File: config.mk
export PLATFORM = sky130hd
export DESIGN_NAME = pvt_ctrl
export DESIGN_NICKNAME = d
export VERILOG_FILES = /design/src/rtl/pvt_pkg.sv /design/src/rtl/pvt_ctrl.sv
export SDC_FILE = /design/constraint.sdc
export NUM_CORES = 1
export LEC_CHECK = 0
export ABC_CLOCK_PERIOD_IN_PS = 3190
export BUFFER_PORTS_ARGS = -buffer_cell sky130_fd_sc_hd__buf_2
export CORE_AREA = 2 2 39 41
export CTS_CLUSTER_SIZE = 25
export DETAILED_ROUTE_END_ITERATION = 16
export DIE_AREA = 0 0 41 43
export PLACE_DENSITY_LB_ADDON = 0.08
export RECOVER_POWER = 100
export SYNTH_ARGS = -nofsm -noshare
export SYNTH_HDL_FRONTEND = slang
export SYNTH_SLANG_ARGS = --single-unit
File: constraint.sdc
create_clock -name i_clk -period 3.19 [get_ports i_clk]
set_clock_uncertainty 0.1 [all_clocks]
set_input_delay 0.638 -clock i_clk [delete_from_list [all_inputs] [get_ports i_clk]]
set_output_delay 0.638 -clock i_clk [all_outputs]
set_load 0.05 [all_outputs]
File: src/rtl/pvt_pkg.sv
package pvt_pkg;

    localparam int DEF_MAX_ROWS = 8;
    localparam int DEF_MAX_COLS = 16;

    // Common width for size comparisons; holds any row or column count.
    localparam int SZ_W       = 8;
    localparam int CFG_IDX_W  = 1;
    localparam int CFG_DATA_W = 5;

    localparam logic [CFG_IDX_W-1:0] CFG_ROWS = 1'b0;
    localparam logic [CFG_IDX_W-1:0] CFG_COLS = 1'b1;

    localparam logic [3:0] ROWS_RESET = 4'd8;
    localparam logic [4:0] COLS_RESET = 5'd16;

    localparam logic [31:0] EMPTY_ENTRY  = 32'hFFFF_FFFF;
    localparam logic [31:0] EMPTY_ANSWER = 32'd999;

    typedef enum logic [1:0] {
        REQ_WRITE   = 2'd0,
        REQ_CLR_ROW = 2'd1,
        REQ_VOTE    = 2'd2,
        REQ_CLR_ALL = 2'd3
    } t_req;

    typedef enum logic [1:0] {
        ST_UNIQUE = 2'd0,
        ST_TIE    = 2'd1,
        ST_EMPTY  = 2'd2
    } t_status;

    typedef struct packed {
        logic wr_entry;
        logic clr_start_row;
        logic clr_start_all;
        logic clr_step;
        logic vote_start;
        logic rd_i;
        logic scan_start;
        logic scan_rd;
        logic upd_best;
        logic i_inc;
        logic out_load;
    } t_cmd;

    typedef struct packed {
        logic row_ok;
        logic col_ok;
        logic cols_zero;
        logic clr_last;
        logic v_empty;
        logic j_last;
        logic i_last;
        logic out_free;
    } t_stat;

endpackage

File: src/rtl/pvt_ctrl.sv
module pvt_ctrl
    import pvt_pkg::*;
(
    input  logic       i_clk,
    input  logic       i_rst_n,
    input  logic       i_req_valid,
    input  logic [1:0] i_req_type,
    input  t_stat      i_stat,
    output t_cmd       o_cmd,
    output logic       o_req_ready
);

    typedef enum logic [3:0] {
        S_IDLE,
        S_CLR,
        S_RDI,
        S_WTI,
        S_SCAN,
        S_TAIL,
        S_UPD,
        S_NXT,
        S_FIN
    } t_state;

    t_state r_state;
    t_state n_state;

    always_comb begin
        o_cmd       = '0;
        o_req_ready = 1'b0;
        n_state     = r_state;
        case (r_state)
            S_IDLE: begin
                o_req_ready = 1'b1;
                if (i_req_valid) begin
                    case (t_req'(i_req_type))
                        REQ_WRITE: begin
                            o_cmd.wr_entry = i_stat.row_ok && i_stat.col_ok;
                        end
                        REQ_CLR_ROW: begin
                            if (i_stat.row_ok) begin
                                o_cmd.clr_start_row = 1'b1;
                                n_state             = S_CLR;
                            end
                        end
                        REQ_VOTE: begin
                            o_cmd.vote_start = 1'b1;
                            if (i_stat.row_ok && !i_stat.cols_zero) begin
                                n_state = S_RDI;
                            end else begin
                                n_state = S_FIN;
                            end
                        end
                        REQ_CLR_ALL: begin
                            o_cmd.clr_start_all = 1'b1;
                            n_state             = S_CLR;
                        end
                        default: begin
                            n_state = S_IDLE;
                        end
                    endcase
                end
            end
            S_CLR: begin
                o_cmd.clr_step = 1'b1;
                if (i_stat.clr_last) begin
                    n_state = S_IDLE;
                end
            end
            S_RDI: begin
                o_cmd.rd_i = 1'b1;
                n_state    = S_WTI;
            end
            S_WTI: begin
                o_cmd.scan_start = 1'b1;
                // An empty slot takes no part in the count.
                n_state = i_stat.v_empty ? S_NXT : S_SCAN;
            end
            S_SCAN: begin
                o_cmd.scan_rd = 1'b1;
                if (i_stat.j_last) begin
                    n_state = S_TAIL;
                end
            end
            S_TAIL: begin
                n_state = S_UPD;
            end
            S_UPD: begin
                o_cmd.upd_best = 1'b1;
                n_state        = S_NXT;
            end
            S_NXT: begin
                if (i_stat.i_last) begin
                    n_state = S_FIN;
                end else begin
                    o_cmd.i_inc = 1'b1;
                    n_state     = S_RDI;
                end
            end
            S_FIN: begin
                if (i_stat.out_free) begin
                    o_cmd.out_load = 1'b1;
                    n_state        = S_IDLE;
                end
            end
            default: begin
                n_state = S_IDLE;
            end
        endcase
    end

    // Reset starts with a clearing pass over the whole matrix.
    always_ff @(posedge i_clk) begin
        if (!i_rst_n) begin
            r_state <= S_CLR;
        end else begin
            r_state <= n_state;
        end
    end

endmodule

After elaboration in Yosys (flattened, before gate mapping)
Index checks and enable logic that the tools add are counted.
{"block": "word_totals", "reg_bits": 4, "out_inout_bits": 12}
{"block": "classes", "eq_ne": 17, "mux": 29, "reduce_logical": 6}
{"operator": "$pmux 4 s9", "count": 1}
{"operator": "$mux 4", "count": 7}
{"operator": "$mux 1", "count": 17}
{"operator": "$eq 4x3->1 const B", "count": 4}
{"operator": "$pmux 4 s3", "count": 1}
{"operator": "$eq 4x2->1 const B", "count": 2}
{"operator": "$ne 2x2->1 const B", "count": 4}
{"operator": "$mux 3", "count": 2}
{"operator": "$reduce_and 6->1", "count": 1}
{"operator": "$eq 2x2->1 const B", "count": 2}
{"operator": "$eq 4x1->1 const B", "count": 1}
{"operator": "$eq 4x4->1 const B", "count": 1}
{"operator": "$logic_not 4->1", "count": 1}
{"operator": "$ne 4x1->1 const B", "count": 1}
{"operator": "$ne 3x3->1 const B", "count": 1}
{"operator": "$eq 2x1->1 const B", "count": 1}
{"operator": "$logic_and 1x1->1", "count": 2}
{"operator": "$logic_not 2->1", "count": 1}
{"operator": "$mux 2", "count": 1}
{"operator": "$logic_not 1->1", "count": 1}

Depth between registers and ports, before layout
Gate-level depths: netlist of the first run.
{"block": "depth", "depth_word": 6, "ltp_mapped": 5}

Worst setup path after synthesis of the first run
Ideal clock, no wire load.
{"block": "synth_timing", "kind": "flip-flop to output port", "from": "register r_state[2]", "to": "output o_cmd[10] (netlist bit)", "arrival_time_ns": 2.839, "required_ns": 2.452, "path_slack_ns": -0.387, "stages_incl_launch_ff": 5, "path_buffers": 1, "path_cell_list": "dfxtp_1 -> buf_2 -> nor4_4 -> nand2_1 -> nor4_1"}
{"element": "start: declaration", "line": "pvt_ctrl.sv:25", "source": "t_state r_state;"}
{"element": "start signal: assignment", "line": "pvt_ctrl.sv:117", "source": "r_state <= n_state;"}
{"element": "end: declaration", "line": "pvt_ctrl.sv:9", "source": "output t_cmd o_cmd,"}

==> results.toml, run 1 <==
[run_status]
status = "finished, final reports clean"

[grt]
grt_pass1_wl_um = 1559
grt_max_degree = 13
gr-usage-all-layers_pct = 12.86
grt_pass1_vias = 378
grt_overflow = 0
antenna_found_initial = 0

[cts]
cts.sinks = 4
postCtsHoldBufs = 0
path_clk_slew_ns = 0.04
cts_tree = "yes"
cts.htree.levels = 1
clock_tree.root_cell = "clkbuf_4"
numCtsBuffers = 3
insertion_delay_ns = 0.23
postCtsSetupBuffers = 0
cts_buffer_depth = 2
cts_resized = 0

[die]
initial_core_util_pct = 28.48
die_y_um = 43
rows = 14
io_pins = 25
die_x_um = 41
design.die.area_mm2 = 0.001763
design.core.area_mm2 = 0.001384

[synthesis]
ys_ff_latch = 4
syn_avg_cell_area_um2 = 7.038
synth_top_flop_cell = "dfxtp_1"
synth_top_cell_area_share_pct = 20.32
synth_nets = 69
synthArstFlopShare_pct = 0
yosysMostFrequentCell = "nand2_1"
synth_seq_area_share_pct = 20.32
yosysWarnings = 0
synth_area_leaders = "dfxtp_1 (20%), nand2b_1 (7.9%), nand2_1 (7.6%)"
synth_area_um2 = 394.1
synth_top_area_cell = "dfxtp_1"
ys_top_cells_by_count = "nand2_1 (8), nor2_1 (6), nand2b_1 (5), nor3_1 (5)"
synth_cell_type_count = 25
synth_edf_count = 0
syn_inst = 56

[sta]
setup_viol = 0
max_freq_mhz = 374.9
post-route-period-util_pct = 83.62
tightestPinTransition_ns = 0.6044
hold_violations = 0
timing.hold.ws_ns = 0.5291
maxSlewHeadroom_pct = 59.88
period_minus_slack_ns = 2.667
slew_viol_final = 0
totalNegativeSetupSlack_ns = 0
rsz0062_at_grt = "no"

[layout]
largestRegisters = "r_state (4)"
drive_gt1_share_pct = 21.25
largest-register = "r_state"
largest_reg_flops = 4
fin_area_um2 = 533.0
fin_cells = 96
n_antenna_cell = 0
post-route-util_pct = 38.52
area_growth_pct = 35.24
fin_nets = 95

[min_path]
hold_class = "in2reg"

[placement]
placed_cell_area_um2 = 525.5
place.gp.congestion = 0.7094
dp_hpwl_um = 832.1
io_buffer_count = 24
placed_cells = 93

[routing]
viasPerCell = 4.990
drt-total-wl_um = 1048
drt-initial-drc-count = 5
wl_per_cell_um = 10.92
via_count = 479
drt_pass1_iterations = 4
final_antenna_net_count = 0
drcViolationCount = 0

[pwr]
seq_power_share_pct = 34.9
power_per_cell_area_mw_per_mm2 = 296.9
power_switching_uw = 49.92
cellLeakagePower_nw = 0.2207
comb_power_share_pct = 27.0
power.internal_uw = 108.3
p_sw_share_pct = 31.55
ir_drop_mv = 0.1671
power_frac_clock_pct = 38.1

[setup_path]
r2r-end = "r_state[1]"
timing.rr.start = "r_state[1]"
cp-end-kind = "output port"
cp-startpoint = "r_state[1]"
path_class = "reg2out"
worstSetupEndpoint = "o_cmd[10]"
cp-start-kind = "flip-flop"
worst-endpoint-required_ns = 2.45
reg2regPathDepth = 3
regToRegSetupSlack_ns = 1.72
crit_path_max_fanout = 12
arrival_ns = 1.93

[job]
drv_cap = 0
-- critical path, stage by stage, from the launching register on --
cell      delay, ns
dfxtp_1        0.43
nor4_4         0.43
nand2_1        0.14
nor4_2         0.21
clkbuf_1       0.49
-- placed cells by master, fill, tap and decap left out, types with 2 or more instances in the layout --
cell,instances
buf_2,12
clkbuf_1,12
nand2_1,8
nor2_1,6
nand2b_1,5
nor3_1,5
inv_1,4
dfxtp_1,4
clkbuf_4,3
and4b_1,2
a21o_1,2
a21oi_1,2
-- logic make-up after synthesis --
family,count (synthesis),share of synthesized area (%)
xor+xnor,1,2.223
buf+inv,7,7.617
flops,4,20.32
compound gates,11,20.00
mux,1,2.540
simple gates,32,47.30
-- through the flow --
stage / worst slack [ns] / power [mW]
2_1_floorplan: 0.03893 / 0.08409
3_3_place_gp: 0.9973 / 0.1003
3_5_place_dp: 0.9577 / 0.09978
4_1_cts: 0.7051 / 0.1635
5_1_grt: 0.3484 / 0.1721
6_report: 0.5226 / 0.1582
-- how the worst min path moves through the flow --
stage                from    endpoint  cells past startpoint
3_5_place_dp   r_state[0]  r_state[2]                      3
3_3_place_gp   r_state[3]  r_state[2]                      2
6_report          i_rst_n  r_state[0]                      2
4_1_cts           i_rst_n  r_state[0]                      2
5_1_grt           i_rst_n  r_state[0]                      2
2_1_floorplan  r_state[3]  r_state[2]                      2
-- metal layers --
layer  up-vias  global-route usage (%)  share of wire [%]  wire (um)
li1        250                       -                  -          -
met1       211                   15.81                 44        457
met2        18                   19.06                 49        509
met3         0                   3.141                7.6         80
met4         0                   8.000                  0          0
met5         -                       0                  0          0
-- power groups by stage --
| stage | logic (mW) | registers (mW) | clock network (mW) |
|---|---|---|---|
| after global routing | 0.0466 | 0.0557 | 0.0698 |
| final | 0.0427 | 0.0553 | 0.0602 |
| after global placement | 0.0441 | 0.0562 | 0 |
| after detailed placement | 0.0437 | 0.0560 | 0 |
| after CTS | 0.0440 | 0.0553 | 0.0642 |
| after floorplan | 0.0311 | 0.0530 | 0 |
-- area by class of cell --
| class | instances | area, um^2 |
|---|---|---|
| repair buffers | 24 | 105.1 |
| flip-flops and latches | 4 | 80.08 |
| fillers | 171 | 850.8 |
| inverters | 4 | 15.01 |
| well taps | 16 | 20.02 |
| clock buffers | 3 | 22.52 |
| multi-input cells | 45 | 290.3 |
(Power assumes the default switching activity.)
==> run 2: changes to the inputs <==
--- a/config.mk
+++ b/config.mk
@@ -5,7 +5,7 @@
 export SDC_FILE = /design/constraint.sdc
 export NUM_CORES = 1
 export LEC_CHECK = 0
-export ABC_CLOCK_PERIOD_IN_PS = 3190
+export ABC_CLOCK_PERIOD_IN_PS = 2750
 export BUFFER_PORTS_ARGS = -buffer_cell sky130_fd_sc_hd__buf_2
 export CORE_AREA = 2 2 39 41
 export CTS_CLUSTER_SIZE = 25
==> constraint.sdc (replaced) <==
create_clock -name i_clk -period 2.75 [get_ports i_clk]
set_clock_uncertainty 0.1 [all_clocks]
set_input_delay 0.55 -clock i_clk [delete_from_list [all_inputs] [get_ports i_clk]]
set_output_delay 0.55 -clock i_clk [all_outputs]
set_load 0.05 [all_outputs]
==> results.toml, run 2 (same netlist as run 1, synthesis figures left out) <==
[run_status]
status = "finished, final reports clean"

[cts]
postCtsHoldBufs = 0
clock_tree.root_cell = "clkbuf_4"
path_clk_slew_ns = 0.04
postCtsSetupBuffers = 0
cts_resized = 0
cts_tree = "yes"
cts.htree.levels = 1
insertion_delay_ns = 0.23
cts_buffer_depth = 2
numCtsBuffers = 3
cts.sinks = 4

[grt]
gr-usage-all-layers_pct = 14.93
antenna_found_initial = 0
grt_overflow = 0
grt_pass1_wl_um = 1869
grt_pass1_vias = 444
grt_max_degree = 13

[setup_path]
crit_chain = "nor4_4, nand2_1, nor3_2, clkbuf_1"
regToRegSetupSlack_ns = 1.25
reg2regPathDepth = 3
timing.rr.start = "r_state[2]"
path_class = "reg2out"
worstSetupEndpoint = "o_cmd[6]"
crit_path_max_incr_delay_ns = 0.48
arrival_ns = 1.83
cp-startpoint = "r_state[1]"
worst-endpoint-required_ns = 2.10
crit_path_max_fanout = 12
cp-start-kind = "flip-flop"
cp-end-kind = "output port"
r2r-end = "r_state[0]"
crit_path_top_delay_cell = "clkbuf_1"

[job]
drv_cap = 0

[routing]
drcViolationCount = 0
via_count = 488
drt_pass1_iterations = 4
viasPerCell = 5.083
wl_per_cell_um = 10.46
final_antenna_net_count = 0
drt-initial-drc-count = 11
drt-total-wl_um = 1004

[min_path]
hold_class = "in2reg"
hold_depth = 2

[placement]
io_buffer_count = 24
dp_hpwl_um = 825
place.gp.congestion = 0.7261
placed_cell_area_um2 = 530.5

[layout]
final_cell_mix = "buf_2 (12), clkbuf_1 (11), nand2_1 (8)"
num-fill-cells = 148
largest_reg_flops = 4
n_antenna_cell = 0
largest-register = "r_state"
largestRegisters = "r_state (4)"
fin_area_um2 = 539.3
fin_nets = 95
layout_commonest_cell = "buf_2"
post-route-util_pct = 38.97
area_growth_pct = 36.83
drive_gt1_share_pct = 23.75

[die]
rows = 14
io_pins = 25
die_x_um = 41
initial_core_util_pct = 28.48
die_y_um = 43
design.core.area_mm2 = 0.001384
design.die.area_mm2 = 0.001763

[sta]
max_freq_mhz = 403.9
setup_viol = 0
slew_viol_final = 0
tightestPinTransition_ns = 0.5949
hold_violations = 0
rsz0062_at_grt = "no"
period_minus_slack_ns = 2.476
maxSlewHeadroom_pct = 60.51
post-route-period-util_pct = 90.04

[pwr]
ir_drop_mv = 0.1232
power_per_cell_area_mw_per_mm2 = 341.9
cellLeakagePower_nw = 0.2254
[run 2: routing by layer]
layer  GRT usage [%]  wire, um
met5               0         0
met4           4.000         0
met3           4.712        34
met2           21.56       495
met1           20.77       473
[run 2: how the worst min path moves through the flow]
stage                           from         end  slack, ns
after floorplan           r_state[3]  r_state[2]       0.54
after global placement    r_state[0]  r_state[2]       0.60
after detailed placement  r_state[0]  r_state[2]       0.60
after CTS                    i_rst_n  r_state[0]       0.44
after global routing         i_rst_n  r_state[0]       0.46
final                        i_rst_n  r_state[0]       0.45
[run 2: cell type report]
class                           count  area, um^2  area share (%)
Clock buffer                        3       22.52           4.176
Sequential cell                     4       80.08           14.85
Timing Repair Buffer               24       106.4           19.72
Tap cell                           16       20.02           3.712
Inverter                            4       15.01           2.784
Multi-Input combinational cell     45       295.3           54.76
[run 2: worst max-delay path, delay by kind of cell (launching register included)]
family / cells / cell delay [ns]
buffers and inverters: 1 / 0.48
flip-flops: 1 / 0.43
AND/OR/NAND/NOR: 3 / 0.69
[run 2: where the power goes]
part	internal, mW	switching, mW
logic	0.0172	0.0325
registers	0.0599	0.00444
clock network	0.0487	0.0217
total	0.126	0.0586
[run 2: per-stage QoR]
stage	setup slack, ns	TNS [ns]	hold slack [ns]	instances	total power, mW
CTS	0.3285	0	0.4358	96	0.1902
global route	0.1043	0	0.4568	96	0.2009
global placement	0.6082	0	0.5951	93	0.1170
finish	0.2740	0	0.4456	96	0.1844
detailed placement	0.5836	0	0.6014	93	0.1162
floorplan	-0.2197	-0.2197	0.5404	56	0.09791
